==> src/rtl/core/brt_pkg.sv <==
// Package for the binary trie route table.
// Holds payload structs, command and status codes, fixed widths and request structs.
// Used by every module of the block.
package brt_pkg;

  localparam int unsigned ADDR_BITS  = 16;
  localparam int unsigned HOP_BITS   = 8;
  localparam int unsigned NODES_DEF  = 256;
  localparam int unsigned LEN_MAX    = ADDR_BITS;
  localparam int unsigned DEPTH_W    = $clog2(LEN_MAX + 1);
  localparam int unsigned PATH_DEPTH = LEN_MAX + 1;
  localparam int unsigned BIT_IDX_W  = $clog2(ADDR_BITS);

  typedef enum logic [1:0] {
    CMD_INSERT = 2'd0,
    CMD_REMOVE = 2'd1,
    CMD_LOOKUP = 2'd2,
    CMD_NONE   = 2'd3
  } cmd_e;

  typedef enum logic [1:0] {
    ST_DONE    = 2'd0,
    ST_NO_PATH = 2'd1,
    ST_FULL    = 2'd2,
    ST_RSVD    = 2'd3
  } status_e;

  typedef struct packed {
    logic [1:0]           cmd;
    logic [ADDR_BITS-1:0] prefix_bits;
    logic [4:0]           prefix_len;
    logic [HOP_BITS-1:0]  hop_value;
  } in_item_t;

  typedef struct packed {
    logic [HOP_BITS-1:0] hop_out;
    logic [1:0]          status;
  } out_item_t;

  typedef struct packed {
    logic rd;
    logic wr;
  } nm_req_t;

  typedef struct packed {
    logic pop;
    logic push;
  } fs_req_t;

endpackage

==> src/rtl/core/brt_free_stack.sv <==
// Free node stack: memory of node indices with a fill count and a low-water mark.
// Entries never written since reset read as their reset index. Depends on brt_pkg.
module brt_free_stack #(
  parameter int unsigned NODES = brt_pkg::NODES_DEF,
  parameter int unsigned NW    = $clog2(NODES)
) (
  input  logic             clk_i,
  input  logic             rst_ni,
  input  brt_pkg::fs_req_t req_i,
  input  logic [NW-1:0]    push_data_i,
  output logic [NW-1:0]    pop_data_o,
  output logic [NW-1:0]    count_o
);

  logic [NW-1:0] mem [NODES];
  logic [NW-1:0] count_q;
  logic [NW-1:0] low_q;
  logic [NW-1:0] rdata_q;
  logic [NW-1:0] init_q;
  logic          use_mem_q;
  logic [NW-1:0] top_idx;

  assign top_idx = count_q - NW'(1);

  always_ff @(posedge clk_i or negedge rst_ni) begin
    if (!rst_ni) begin
      count_q   <= NW'(NODES - 1);
      low_q     <= NW'(NODES - 1);
      use_mem_q <= 1'b0;
    end else if (req_i.pop) begin
      count_q   <= top_idx;
      use_mem_q <= (count_q > low_q);
      if (top_idx < low_q) begin
        low_q <= top_idx;
      end
    end else if (req_i.push) begin
      count_q <= count_q + NW'(1);
    end
  end

  always_ff @(posedge clk_i) begin
    if (req_i.push) begin
      mem[count_q] <= push_data_i;
    end
    if (req_i.pop) begin
      rdata_q <= mem[top_idx];
      init_q  <= NW'(NODES - 1) - top_idx;
    end
  end

  assign pop_data_o = use_mem_q ? rdata_q : init_q;
  assign count_o    = count_q;

endmodule

==> config.mk <==
export PLATFORM = sky130hd
export DESIGN_NAME = brt_free_stack
export DESIGN_NICKNAME = d
export VERILOG_FILES = /design/src/rtl/core/brt_pkg.sv /design/src/rtl/core/brt_free_stack.sv
export SDC_FILE = /design/constraint.sdc
export NUM_CORES = 2
export LEC_CHECK = 0
export ABC_AREA = 1
export BUFFER_PORTS_ARGS = -buffer_cell sky130_fd_sc_hd__buf_2
export CORE_MARGIN = 1
export CORE_UTILIZATION = 57
export CTS_CLUSTER_SIZE = 28
export DETAILED_ROUTE_END_ITERATION = 12
export HOLD_SLACK_MARGIN = 0.1
export PLACE_DENSITY = 0.79
export SETUP_SLACK_MARGIN = 0.15
export SLEW_MARGIN = 0
export SYNTH_ARGS = -nofsm -noshare
export SYNTH_HDL_FRONTEND = slang
export SYNTH_SLANG_ARGS = --single-unit
==> constraint.sdc <==
create_clock -name clk_i -period 3.4 [get_ports clk_i]
set_clock_uncertainty 0.05 [all_clocks]
set_input_delay 0.34 -clock clk_i [delete_from_list [all_inputs] [get_ports clk_i]]
set_output_delay 0.34 -clock clk_i [all_outputs]
set_load 0.02 [all_outputs]
==> run summary <==
CP Launch Type -> flip-flop
post-layout min period -> 3270 ps
CP delay by family, top -> simple AND/OR/NAND/NOR gates
maximum clock rate -> 0.306 GHz
Worst Path Required -> 4060 ps
Core Util, Final -> 0.647
Async SR Flop Fraction -> 0.00817
Initial Util -> 0.574
RD Place Congestion -> 0.905
CTS buffer count -> 194
DIE HEIGHT -> 388 µm
Syn Nets -> 7213
slowest stage cell, crit path -> dfstp_4
CTS root buffer -> clkbuf_16
synthesized cell area -> 84900 µm²
final setup vio count -> 0
worst stage delay on the critical path -> 660 ps
Max VDD drop -> 1.39 mV
count leader, synth -> nand2_1
Placement Rows -> 141
Post-synth EDFFs -> 2064
clk_lat worst skew -> 840 ps
Clock Tree Buf Depth -> 3
most used cell, CP -> nand3_1
FF+latch count, synth -> 2081
PortBufs -> 27
prevailing post-synth register cell -> edfxtp_1
critical path type -> flip-flop to flip-flop
Yosys warnings -> 0
DRT Wirelength -> 227000 µm
Total GRT Usage -> 0.297
Worst-path clk slew -> 60 ps
crit path from -> count_o[0]
largest family of logic cells by synthesized area -> simple AND/OR/NAND/NOR gates
Reg2Reg Setup Slack -> 130 ps
Initial DRT Pass Iterations -> 10
commonest cells in the netlist -> nand2_1 (2175), edfxtp_1 (2064), nand3_1 (2025), nor2_1 (286), buf_2 (272)
Ports -> 28
cell taking the most area after synthesis -> edfxtp_1
vias after detailed routing -> 58500
reg2reg start -> count_o[0]
Pleak -> 33.7 nW
vias in the first global route -> 56000
mux share of post-synthesis cell area -> 0
WP buf/inv -> 3
RSZ-0062 raised after global routing -> true
Initial DRC Count -> 8953
Synth top area share -> 0.730
hpwl dp -> 129000 µm
first-pass GRT wire length -> 337000 µm
reg-to-reg endpoint -> rdata_q[0]
Layout area overhead -> 12.6%
antenna viol nets, final -> 0
max_slew headroom -> 0.268
drt drc -> 0
CTS Sinks -> 2081
Simple-Gate Fraction of Synth Area -> 0.229
Post-Synth Adder-Cell Area -> 0.00310
post-synthesis cell count -> 7180
crit-path max FO -> 49
Post-Synth XOR/XNOR Area -> 0.000604
FF-to-FF path depth -> 14
Layout Nets -> 7338
DR vias/cell -> 6.23
H-tree depth -> 4
share of layout cells above drive strength 1 -> 0.0935
worst path cell trace -> inv_8 > ha_1 > inv_1 > nand2_1 > nand2_8 > buf_16 > nand3_1 > nand3_1 > nand3_1 > nand3_1 > nand3_1 > nand2_1 > nand2_1 > nand2_1
setup_tns -> 0 ps
Worst setup EP type -> flip-flop
post-DR wirelength/cell -> 24.2 µm
largest net degree at the start of global routing -> 209
final hold violations -> 0
Avg Inst Size Synth -> 11.8 µm²
crit path DAT -> 3930 ps
initial antenna violation count -> 5
status -> completed
Slew @ Worst Pin -> 1100 ps
CTS tree -> built
total grt overflow -> 0
Final Max Tran Viols -> 0
max-cap check violation count -> 0
die area -> 150000 µm²
Area contributors post-synth -> edfxtp_1 (73%), nand3_1 (12%), nand2_1 (9.6%), buf_2 (1.6%), nor2_1 (1.3%)
fraction of the cycle the final worst path needs -> 0.961
Power Density -> 943 nW/µm²
post-synthesis sequential area ratio -> 0.735
Core Box Area -> 148000 µm²
Synth Area in Compound Gates -> 0.00242
worst hold path type -> primary input to asynchronous set/reset pin
Netlist cell types -> 28
Die Wd -> 388 µm
[per-stage QoR]
stage                     setup WS (ps)  power, W  area, µm²  hold WS (ps)  cells
after CTS                           151    0.0885      95400           241   9388
final                               132    0.0902      95600           291   9398
after global placement              127    0.0663      89000           253   9018
after global routing                134    0.0936      95600           332   9395
after detailed placement            127    0.0670      89000           262   9018
after floorplan                     152    0.0536      84900         -5.59   7180
[registers in the layout, indices dropped and copies added (netlist names)]
register and flops:
init_q 8, low_q 8, use_mem_q 1, count_o 8, rdata_q 8, mem 2048
[layer usage]
layer  GRT usage  part of all wire  vias up
met4       0.142             0.049        8
li1            -                 -    25700
met3      0.0666              0.13      656
met1       0.396              0.36    27900
met2       0.466              0.47     4226
met5           0           0.00019        -
[worst register-to-register path, cell delays in order (launching register included)]
cell     delay [ps]
dfstp_4         660
inv_8            70
ha_1            250
inv_1            80
nand2_1         130
nand2_8         200
buf_16          260
nand3_1         280
nand3_1         120
nand3_1         210
nand3_1         160
nand3_1         190
nand2_1         230
nand2_1         140
nand2_1         100
[power breakdown]
group / switching [W] / leakage (nW) / total, W / internal (W)
logic: 0.0283 / 12.0 / 0.0398 / 0.0115
clock network: 0.00939 / 3.00 / 0.0212 / 0.0118
registers: 0.000302 / 18.7 / 0.0291 / 0.0288
[cells in the final DEF (no fill, tap or decap), types with 3 or more instances in the layout]
| cell type | netlist | final |
|---|---|---|
| buf_2 | 272 | 19 |
| nand2_1 | 2175 | 2174 |
| nand3_2 | 0 | 5 |
| bufinv_16 | 0 | 16 |
| inv_16 | 0 | 5 |
| dfstp_2 | 16 | 15 |
| ha_1 | 21 | 20 |
| clkbuf_1 | 153 | 45 |
| clkbuf_16 | 0 | 199 |
| buf_8 | 0 | 8 |
| clkinvlp_4 | 0 | 5 |
| nand3_1 | 2025 | 2020 |
| o21ai_0 | 15 | 14 |
| buf_12 | 0 | 69 |
| clkinv_2 | 0 | 27 |
| edfxtp_1 | 2064 | 2064 |
| inv_2 | 4 | 3 |
| nor3_1 | 4 | 4 |
| diode_2 | 0 | 3 |
| inv_6 | 0 | 3 |
| a21oi_1 | 12 | 12 |
| buf_4 | 38 | 291 |
| nor2_1 | 286 | 285 |
| dlygate4sd3_1 | 0 | 12 |
| clkinv_1 | 3 | 56 |
| inv_1 | 47 | 46 |
| buf_16 | 0 | 6 |
| o22ai_1 | 4 | 4 |
| buf_6 | 0 | 5 |
| clkinv_8 | 0 | 4 |
| xor2_1 | 4 | 3 |
[cell families after synthesis]
| family | after synthesis |
|---|---|
| xor+xnor | 5 |
| simple gates | 4496 |
| compound gates | 37 |
| buf+inv | 540 |
| flops | 2081 |
| fa+ha+maj | 21 |
[repair_timing]
item / 4_1_cts / 5_1_grt
hold buffers: 12 / 0
hold endpoints to repair: 599 / 0
cloned: 2 / 3
setup buffers: 0 / 4
resized for setup: 3 / 17
pin swaps: 0 / 1
setup endpoints to repair: 2 / 16
[worst max-delay path by stage]
stage / to / depth (start not counted)
final: rdata_q[0] / 14
after global routing: rdata_q[0] / 14
after CTS: rdata_q[3] / 13
after detailed placement: rdata_q[5] / 13
after global placement: rdata_q[5] / 13
after floorplan: low_q[1] / 18
[final cells by class]
cell class              count  area (µm²)
diodes                      3        7.51
clock buffers             241        5070
clock inverters           115        1100
fillers                 10200       52300
inverters                  54         223
multi-input cells        4559       20100
flip-flops and latches   2081       62400
well taps                1930        2410
repair buffers            415        4260
Power figures use the tool's default switching activity.
