<file path="config.mk">
export PLATFORM = sky130hd
export DESIGN_NAME = brt_ctrl
export DESIGN_NICKNAME = d
export VERILOG_FILES = /design/src/rtl/core/brt_pkg.sv /design/src/rtl/core/brt_ctrl.sv
export SDC_FILE = /design/constraint.sdc
export NUM_CORES = 1
export LEC_CHECK = 0
export ABC_AREA = 1
export ABC_CLOCK_PERIOD_IN_PS = 3000
export BUFFER_PORTS_ARGS = -buffer_cell sky130_fd_sc_hd__buf_4
export CORE_MARGIN = 5
export CORE_UTILIZATION = 40
export DETAILED_ROUTE_END_ITERATION = 8
export PLACE_DENSITY = 0.6
export SLEW_MARGIN = 20
export SYNTH_ARGS = -nofsm -noshare
export SYNTH_HDL_FRONTEND = slang
export SYNTH_SLANG_ARGS = --single-unit
export TNS_END_PERCENT = 1
</file>
<file path="constraint.sdc">
create_clock -name clk_i -period 3 [get_ports clk_i]
set_clock_uncertainty 0.1 [all_clocks]
set_input_delay 0.3 -clock clk_i [delete_from_list [all_inputs] [get_ports clk_i]]
set_output_delay 0.3 -clock clk_i [all_outputs]
set_load 0.01 [all_outputs]
</file>
<file path="src/rtl/core/brt_pkg.sv">
// Package for the binary trie route table.
// Holds payload structs, command and status codes, fixed widths and request structs.
// Used by every module of the block.
package brt_pkg;

  localparam int unsigned ADDR_BITS  = 16;
  localparam int unsigned HOP_BITS   = 8;
  localparam int unsigned NODES_DEF  = 256;
  localparam int unsigned LEN_MAX    = ADDR_BITS;
  localparam int unsigned DEPTH_W    = $clog2(LEN_MAX + 1);
  localparam int unsigned PATH_DEPTH = LEN_MAX + 1;
  localparam int unsigned BIT_IDX_W  = $clog2(ADDR_BITS);

  typedef enum logic [1:0] {
    CMD_INSERT = 2'd0,
    CMD_REMOVE = 2'd1,
    CMD_LOOKUP = 2'd2,
    CMD_NONE   = 2'd3
  } cmd_e;

  typedef enum logic [1:0] {
    ST_DONE    = 2'd0,
    ST_NO_PATH = 2'd1,
    ST_FULL    = 2'd2,
    ST_RSVD    = 2'd3
  } status_e;

  typedef struct packed {
    logic [1:0]           cmd;
    logic [ADDR_BITS-1:0] prefix_bits;
    logic [4:0]           prefix_len;
    logic [HOP_BITS-1:0]  hop_value;
  } in_item_t;

  typedef struct packed {
    logic [HOP_BITS-1:0] hop_out;
    logic [1:0]          status;
  } out_item_t;

  typedef struct packed {
    logic rd;
    logic wr;
  } nm_req_t;

  typedef struct packed {
    logic pop;
    logic push;
  } fs_req_t;

endpackage

</file>
<file path="src/rtl/core/brt_ctrl.sv">
// Command sequencer: walks the trie, allocates on insert, prunes on remove.
// Drives the node memory and free stack; holds the path stack and result register.
// Depends on brt_pkg.
module brt_ctrl #(
  parameter int unsigned NODES = brt_pkg::NODES_DEF,
  parameter int unsigned NW    = $clog2(NODES),
  parameter int unsigned EW    = brt_pkg::HOP_BITS + 2 * NW
) (
  input  logic               clk_i,
  input  logic               rst_ni,
  input  logic               in_valid_i,
  output logic               in_stall_o,
  input  brt_pkg::in_item_t  in_data_i,
  output logic               out_valid_o,
  input  logic               out_stall_i,
  output brt_pkg::out_item_t out_data_o,
  output brt_pkg::nm_req_t   nm_req_o,
  output logic [NW-1:0]      nm_rd_addr_o,
  output logic [NW-1:0]      nm_wr_addr_o,
  output logic [EW-1:0]      nm_wr_data_o,
  input  logic [EW-1:0]      nm_rd_data_i,
  output brt_pkg::fs_req_t   fs_req_o,
  output logic [NW-1:0]      fs_push_data_o,
  input  logic [NW-1:0]      fs_pop_data_i,
  input  logic [NW-1:0]      fs_count_i
);

  localparam int unsigned HB = brt_pkg::HOP_BITS;
  localparam int unsigned DW = brt_pkg::DEPTH_W;
  localparam int unsigned AB = brt_pkg::ADDR_BITS;
  localparam int unsigned BW = brt_pkg::BIT_IDX_W;
  localparam int unsigned CW = (DW > NW) ? DW + 1 : NW + 1;

  typedef enum logic [2:0] {
    S_IDLE, S_WALK, S_AL_POP, S_AL_LINK, S_FIN, S_UN_RD, S_UN_WR, S_DONE
  } state_e;

  state_e                 state_q;
  brt_pkg::cmd_e          cmd_q;
  logic [AB-1:0]          rev_q;
  logic [DW-1:0]          len_q;
  logic [HB-1:0]          hop_q;
  logic [DW-1:0]          d_q;
  logic [NW-1:0]          cur_q;
  logic [EW-1:0]          ent_q;
  logic [HB-1:0]          best_q;
  brt_pkg::status_e       stat_q;
  logic [NW-1:0]          rel_q;
  logic [NW-1:0]          par_q;
  logic [NW-1:0]          path_q [brt_pkg::PATH_DEPTH];
  brt_pkg::out_item_t     out_q;
  logic                   out_valid_q;

  logic [AB-1:0] rev_in;
  logic [DW-1:0] len_in;
  logic [HB-1:0] e_hop;
  logic [NW-1:0] e_c1, e_c0;
  logic [DW-1:0] d_m1;
  logic          bit_cur, bit_up;
  logic [NW-1:0] nxt;
  logic          nxt_ok, at_end, no_room, leaf, up_prune;
  logic [EW-1:0] link_ent, clr_ent;

  function automatic logic child_ok(logic [NW-1:0] c);
    return (c != '0) && (32'(c) < NODES);
  endfunction

  always_comb begin
    for (int k = 0; k < AB; k++) begin
      rev_in[k] = in_data_i.prefix_bits[AB-1-k];
    end
  end

  assign len_in   = (in_data_i.prefix_len > 5'(AB)) ? DW'(AB) : DW'(in_data_i.prefix_len);
  assign e_hop    = nm_rd_data_i[EW-1 -: HB];
  assign e_c1     = nm_rd_data_i[2*NW-1 -: NW];
  assign e_c0     = nm_rd_data_i[NW-1:0];
  assign d_m1     = d_q - DW'(1);
  assign bit_cur  = rev_q[d_q[BW-1:0]];
  assign bit_up   = rev_q[d_m1[BW-1:0]];
  assign nxt      = bit_cur ? e_c1 : e_c0;
  assign nxt_ok   = child_ok(nxt);
  assign at_end   = (d_q == len_q);
  assign no_room  = CW'(len_q - d_q) > CW'(fs_count_i);
  assign leaf     = !child_ok(e_c0) && !child_ok(e_c1);
  assign link_ent = bit_cur ? {ent_q[EW-1 -: HB], fs_pop_data_i, ent_q[NW-1:0]}
                            : {ent_q[EW-1 -: NW+HB], fs_pop_data_i};
  assign clr_ent  = bit_up ? {e_hop, {NW{1'b0}}, e_c0} : {e_hop, e_c1, {NW{1'b0}}};
  assign up_prune = (par_q != '0) && (e_hop == '0)
                    && !(bit_up ? child_ok(e_c0) : child_ok(e_c1));

  always_comb begin
    nm_req_o       = '0;
    nm_rd_addr_o   = '0;
    nm_wr_addr_o   = cur_q;
    nm_wr_data_o   = {hop_q, nm_rd_data_i[2*NW-1:0]};
    fs_req_o       = '0;
    fs_push_data_o = rel_q;
    case (state_q)
      S_IDLE: begin
        nm_req_o.rd = in_valid_i && (in_data_i.cmd != brt_pkg::CMD_NONE);
      end
      S_WALK: begin
        if (at_end) begin
          nm_req_o.wr = (cmd_q == brt_pkg::CMD_INSERT) || (cmd_q == brt_pkg::CMD_REMOVE);
          if (cmd_q == brt_pkg::CMD_REMOVE) begin
            nm_wr_data_o = {{HB{1'b0}}, nm_rd_data_i[2*NW-1:0]};
          end
        end else if (nxt_ok) begin
          nm_req_o.rd  = 1'b1;
          nm_rd_addr_o = nxt;
        end
      end
      S_AL_POP: begin
        fs_req_o.pop = 1'b1;
      end
      S_AL_LINK: begin
        nm_req_o.wr  = 1'b1;
        nm_wr_data_o = link_ent;
      end
      S_FIN: begin
        nm_req_o.wr  = 1'b1;
        nm_wr_data_o = {hop_q, ent_q[2*NW-1:0]};
      end
      S_UN_RD: begin
        nm_req_o.rd  = 1'b1;
        nm_rd_addr_o = path_q[d_m1];
      end
      S_UN_WR: begin
        nm_req_o.wr   = 1'b1;
        nm_wr_addr_o  = par_q;
        nm_wr_data_o  = clr_ent;
        fs_req_o.push = 1'b1;
      end
      default: begin
      end
    endcase
  end

  always_ff @(posedge clk_i or negedge rst_ni) begin
    if (!rst_ni) begin
      state_q     <= S_IDLE;
      out_valid_q <= 1'b0;
      out_q       <= '0;
    end else begin
      if (out_valid_q && !out_stall_i && state_q != S_DONE) begin
        out_valid_q <= 1'b0;
      end
      case (state_q)
        S_IDLE: begin
          if (in_valid_i) begin
            state_q <= (in_data_i.cmd == brt_pkg::CMD_NONE) ? S_DONE : S_WALK;
          end
        end
        S_WALK: begin
          if (at_end) begin
            if (cmd_q == brt_pkg::CMD_REMOVE && cur_q != '0 && leaf) begin
              state_q <= S_UN_RD;
            end else begin
              state_q <= S_DONE;
            end
          end else if (!nxt_ok) begin
            state_q <= (cmd_q == brt_pkg::CMD_INSERT && !no_room) ? S_AL_POP : S_DONE;
          end
        end
        S_AL_POP: state_q <= S_AL_LINK;
        S_AL_LINK: state_q <= (d_q + DW'(1) == len_q) ? S_FIN : S_AL_POP;
        S_FIN: state_q <= S_DONE;
        S_UN_RD: state_q <= S_UN_WR;
        S_UN_WR: state_q <= (up_prune && d_m1 != '0) ? S_UN_RD : S_DONE;
        S_DONE: begin
          if (!out_valid_q || !out_stall_i) begin
            out_valid_q   <= 1'b1;
            out_q.hop_out <= (cmd_q == brt_pkg::CMD_LOOKUP) ? best_q : '0;
            out_q.status  <= stat_q;
            state_q       <= S_IDLE;
          end
        end
        default: state_q <= S_IDLE;
      endcase
    end
  end

  always_ff @(posedge clk_i) begin
    case (state_q)
      S_IDLE: begin
        cmd_q  <= brt_pkg::cmd_e'(in_data_i.cmd);
        rev_q  <= rev_in;
        len_q  <= len_in;
        hop_q  <= in_data_i.hop_value;
        d_q    <= '0;
        cur_q  <= '0;
        best_q <= '0;
        stat_q <= brt_pkg::ST_DONE;
      end
      S_WALK: begin
        path_q[d_q] <= cur_q;
        ent_q       <= nm_rd_data_i;
        rel_q       <= cur_q;
        if (e_hop != '0) begin
          best_q <= e_hop;
        end
        if (!at_end) begin
          if (nxt_ok) begin
            cur_q <= nxt;
            d_q   <= d_q + DW'(1);
          end else if (cmd_q == brt_pkg::CMD_REMOVE) begin
            stat_q <= brt_pkg::ST_NO_PATH;
          end else if (cmd_q == brt_pkg::CMD_INSERT && no_room) begin
            stat_q <= brt_pkg::ST_FULL;
          end
        end
      end
      S_AL_LINK: begin
        cur_q <= fs_pop_data_i;
        ent_q <= '0;
        d_q   <= d_q + DW'(1);
      end
      S_UN_RD: begin
        par_q <= path_q[d_m1];
      end
      S_UN_WR: begin
        rel_q <= par_q;
        d_q   <= d_m1;
      end
      default: begin
      end
    endcase
  end

  assign in_stall_o  = (state_q != S_IDLE);
  assign out_valid_o = out_valid_q;
  assign out_data_o  = out_q;

endmodule

</file>
==> impl_metrics.yaml <==
critical_path:
  critPathMaxFanout: 7
  path_common_cell: "buf_12"
  r2r_end: "stat_q[1]"
  cp.arrival_ns: 2.83
  endpoint_kind: "output pin"
  required_ns: 2.60
  slowest_stage: "edfxtp_1"
  rr_startpoint: "d_q[0]"
  critPathKind: "reg -> out"
  r2r_cells: 16
  crit_chain: "inv_2, ha_4, inv_8, buf_12, buf_12, o21ai_1, o221ai_2, o211ai_1, a31oi_1, nand2_1, o21ai_2, buf_4"
  max_stage_delay_ns: 0.45
  worstSetupStartpointType: "flip-flop"
  reg2reg_slack_ns: -0.13
floorplanning:
  row_count: 62
  io_pins: 139
  core_area_um2: 28500
  fp.dieH_um: 179
  initial_core_util: 0.402
  die_w_um: 179
  die-area_um2: 32100
sta:
  setup_viol: 28
  layout_setup_ws_ns: -0.231
  rsz0062_at_grt: "yes"
  hold_violations: 0
  whs_ns: 0.0226
  fin_crit_ns: 3.23
  maxSlewViolCount: 0
  max_slew_margin: 0.422
  period_share: 1.08
  max_freq_mhz: 309
  tightestPinTransition_ns: 0.864
layout:
  drive_above_1_share: 0.287
  area_growth_syn_to_layout_pct: 36.3
  seq_area_um2: 7260
  fin_cells: 1748
  fill_cells: 2471
  fin_area_um2: 15600
  fin_nets: 1441
  num_antenna_cells: 0
  multi_input_area_um2: 3860
status:
  violations: "negative setup slack"
  status: "complete, but fails checks"
place:
  post-place-ws_ns: -0.132
  portBuffers: 138
  dpl.hpwl_um: 21700
  dp_cells: 1623
  gp_congestion: 0.875
  dpl_cell_area_um2: 13300
worst_hold_path:
  hold_end: "ent_q[19]"
  min_from: "nm_rd_data_i[19]"
  min_path_cells: 3
  hold_class: "in -> reg"
yosys:
  yosysTopAreaCellShare: 0.604
  synth_xor_area_frac: 0.00766
  synth_compound_area_frac: 0.122
  ys.warnings.count: 0
  ys.flop_type: "edfxtp_1"
  synthDistinctLibCells: 44
  yosys-top-cells-count: "edfxtp_1, nor2_1, nand2_1, inv_1, o21ai_0"
  syn_inst: 1079
  synth.area.top_cells: "edfxtp_1, nor2_1, nand2_1"
  synthAdderAreaFrac: 0.0225
  syn_area_um2: 11400
  yosysMostFrequentCell: "edfxtp_1"
  async_flop_share: 0.0574
  ys_seq_area_frac: 0.635
  synth_edf_count: 230
  synth-seq-cells: 244
  synth.largest_area_cell: "edfxtp_1"
  syn_area_per_cell_um2: 10.6
  yosys.area_share.simple: 0.151
  synth_nets: 1174
  synthMuxAreaShare: 0
  synth_top_family_by_area: "simple AND/OR/NAND/NOR gates"
clocking:
  cts_tree: "built"
  cts_max_path_buffers: 3
  cts.sinks: 244
  clockRootBuffer: "clkbuf_16"
  clkLatencyLatePin_ns: 0.54
  htree_levels: 1
  cts_buffers: 26
  clk_pin_slew_ns: 0.06
detailed_routing:
  vias_per_cell: 5.21
  wirelength_um: 32700
  drc: 0
  final_antenna_net_count: 0
  first_iter_violations: 724
  drt_pass1_iterations: 5
  vias: 9101
  wl_per_cell_um: 18.7
global_routing:
  antenna_found_initial: 0
  grt_overflow: 0
  met1_usage: 0.289
  grt_util_all_layers: 0.203
  grt_util_met3: 0.0321
  use_met2: 0.326
  grt_pass1_wl_um: 50400
  grt_max_degree: 71
  grt_pass1_vias: 8925
  grt-busiest-layer: "met2"
run:
  maxCapViolCount: 0
pwr:
  p_leak_nw: 6.28
  pwr_density_cell_nw_per_um2: 1310
  total_power_mw: 20.5
  ir_drop_v: 0.000540
[logic make-up after synthesis]
family          Yosys count
simple gates            406
flops                   244
compound gates          227
buf+inv                 172
fa+ha+maj                20
xor+xnor                 10
[worst max-delay path, delay by kind of cell (launching register included)]
| kind | cells | cell delay (ns) |
|---|---|---|
| AOI/OAI and AO/OA | 5 | 0.83 |
| adders and majority gates | 1 | 0.27 |
| buffers and inverters | 5 | 0.62 |
| DFF | 1 | 0.45 |
| and+or+nand+nor | 1 | 0.15 |
[cell type report]
class | instances | area share
timing repair buffer | 285 | 0.167
sequential | 244 | 0.466
tap | 384 | 0.0308
clock buffer | 33 | 0.0487
multi-input combinational | 664 | 0.248
clock inverter | 13 | 0.00811
timing repair inverter | 1 | 0.000482
inverter | 124 | 0.0311
[metrics by stage]
step | util | TNS [ns]
global route | 0.547 | -8.25
global placement | 0.468 | -0.00225
detailed placement | 0.468 | -0.264
CTS | 0.543 | -2.93
floorplan | - | 0
finish | 0.547 | -3.53
[metal layers]
| layer | wire length (µm) | share of wire | vias up |
|---|---|---|---|
| met1 | 14100 | 0.43 | 4355 |
| met2 | 15400 | 0.47 | 338 |
| li1 | - | - | 4347 |
| met3 | 2230 | 0.068 | 61 |
| met4 | 869 | 0.027 | 0 |
| met5 | 0 | 0 | - |
[how the worst max path moves through the flow]
stage / startpoint / endpoint / slack (ns) / cells past startpoint
after detailed placement: d_q[0] / stat_q[1] / -0.13 / 14
after global routing: d_q[0] / nm_rd_addr_o[1] / -0.33 / 12
after CTS: d_q[0] / nm_rd_addr_o[6] / -0.18 / 13
after global placement: len_q[0] / stat_q[1] / -0.001 / 15
after floorplan: d_q[0] / nm_rd_addr_o[4] / 0.05 / 14
final: d_q[0] / nm_rd_addr_o[1] / -0.23 / 12
[timing repair]
item | in CTS | in global routing
hold buffers | 35 | 0
buffers inserted | 26 | 11
pin swaps | 55 | 52
gates resized for setup | 123 | 49
setup endpoints to repair | 35 | 40
hold endpoints to repair | 48 | 0
gates cloned | 11 | 1
[report_power, final]
part / internal (mW) / total, mW / leakage, nW / switching (mW)
Sequential: 5.02 / 5.41 / 2.31 / 0.387
Combinational: 5.13 / 11.8 / 3.52 / 6.64
Clock: 1.96 / 3.27 / 0.442 / 1.31
[cell usage in the layout (no fill, tap or decap), drive strengths merged, types with 10 or more instances in the layout]
cell type    netlist  routed
buf               30     249
edfxtp           230     230
nor2             166     166
nand2            157     158
inv              123     122
o21ai            108     108
nand3             62      62
dlygate4sd3        0      35
clkbuf            18      33
o221ai            25      25
o211ai            24      24
o22ai             23      23
a21oi             20      20
ha                19      19
dfrtp             14      14
clkinv             1      12
a31oi             10      10
[sequential cells by signal, indices dropped and copies added, names as in the netlist, 2 cells and up]
signal,cells
rev_q,16
par_q,8
path_q,136
stat_q,2
cur_q,8
state_q,3
hop_q,8
fs_push_data_o,8
ent_q,24
cmd_q,2
d_q,5
len_q,5
out_data_o,10
best_q,8
No activity file was read; power rests on OpenSTA's default activity.
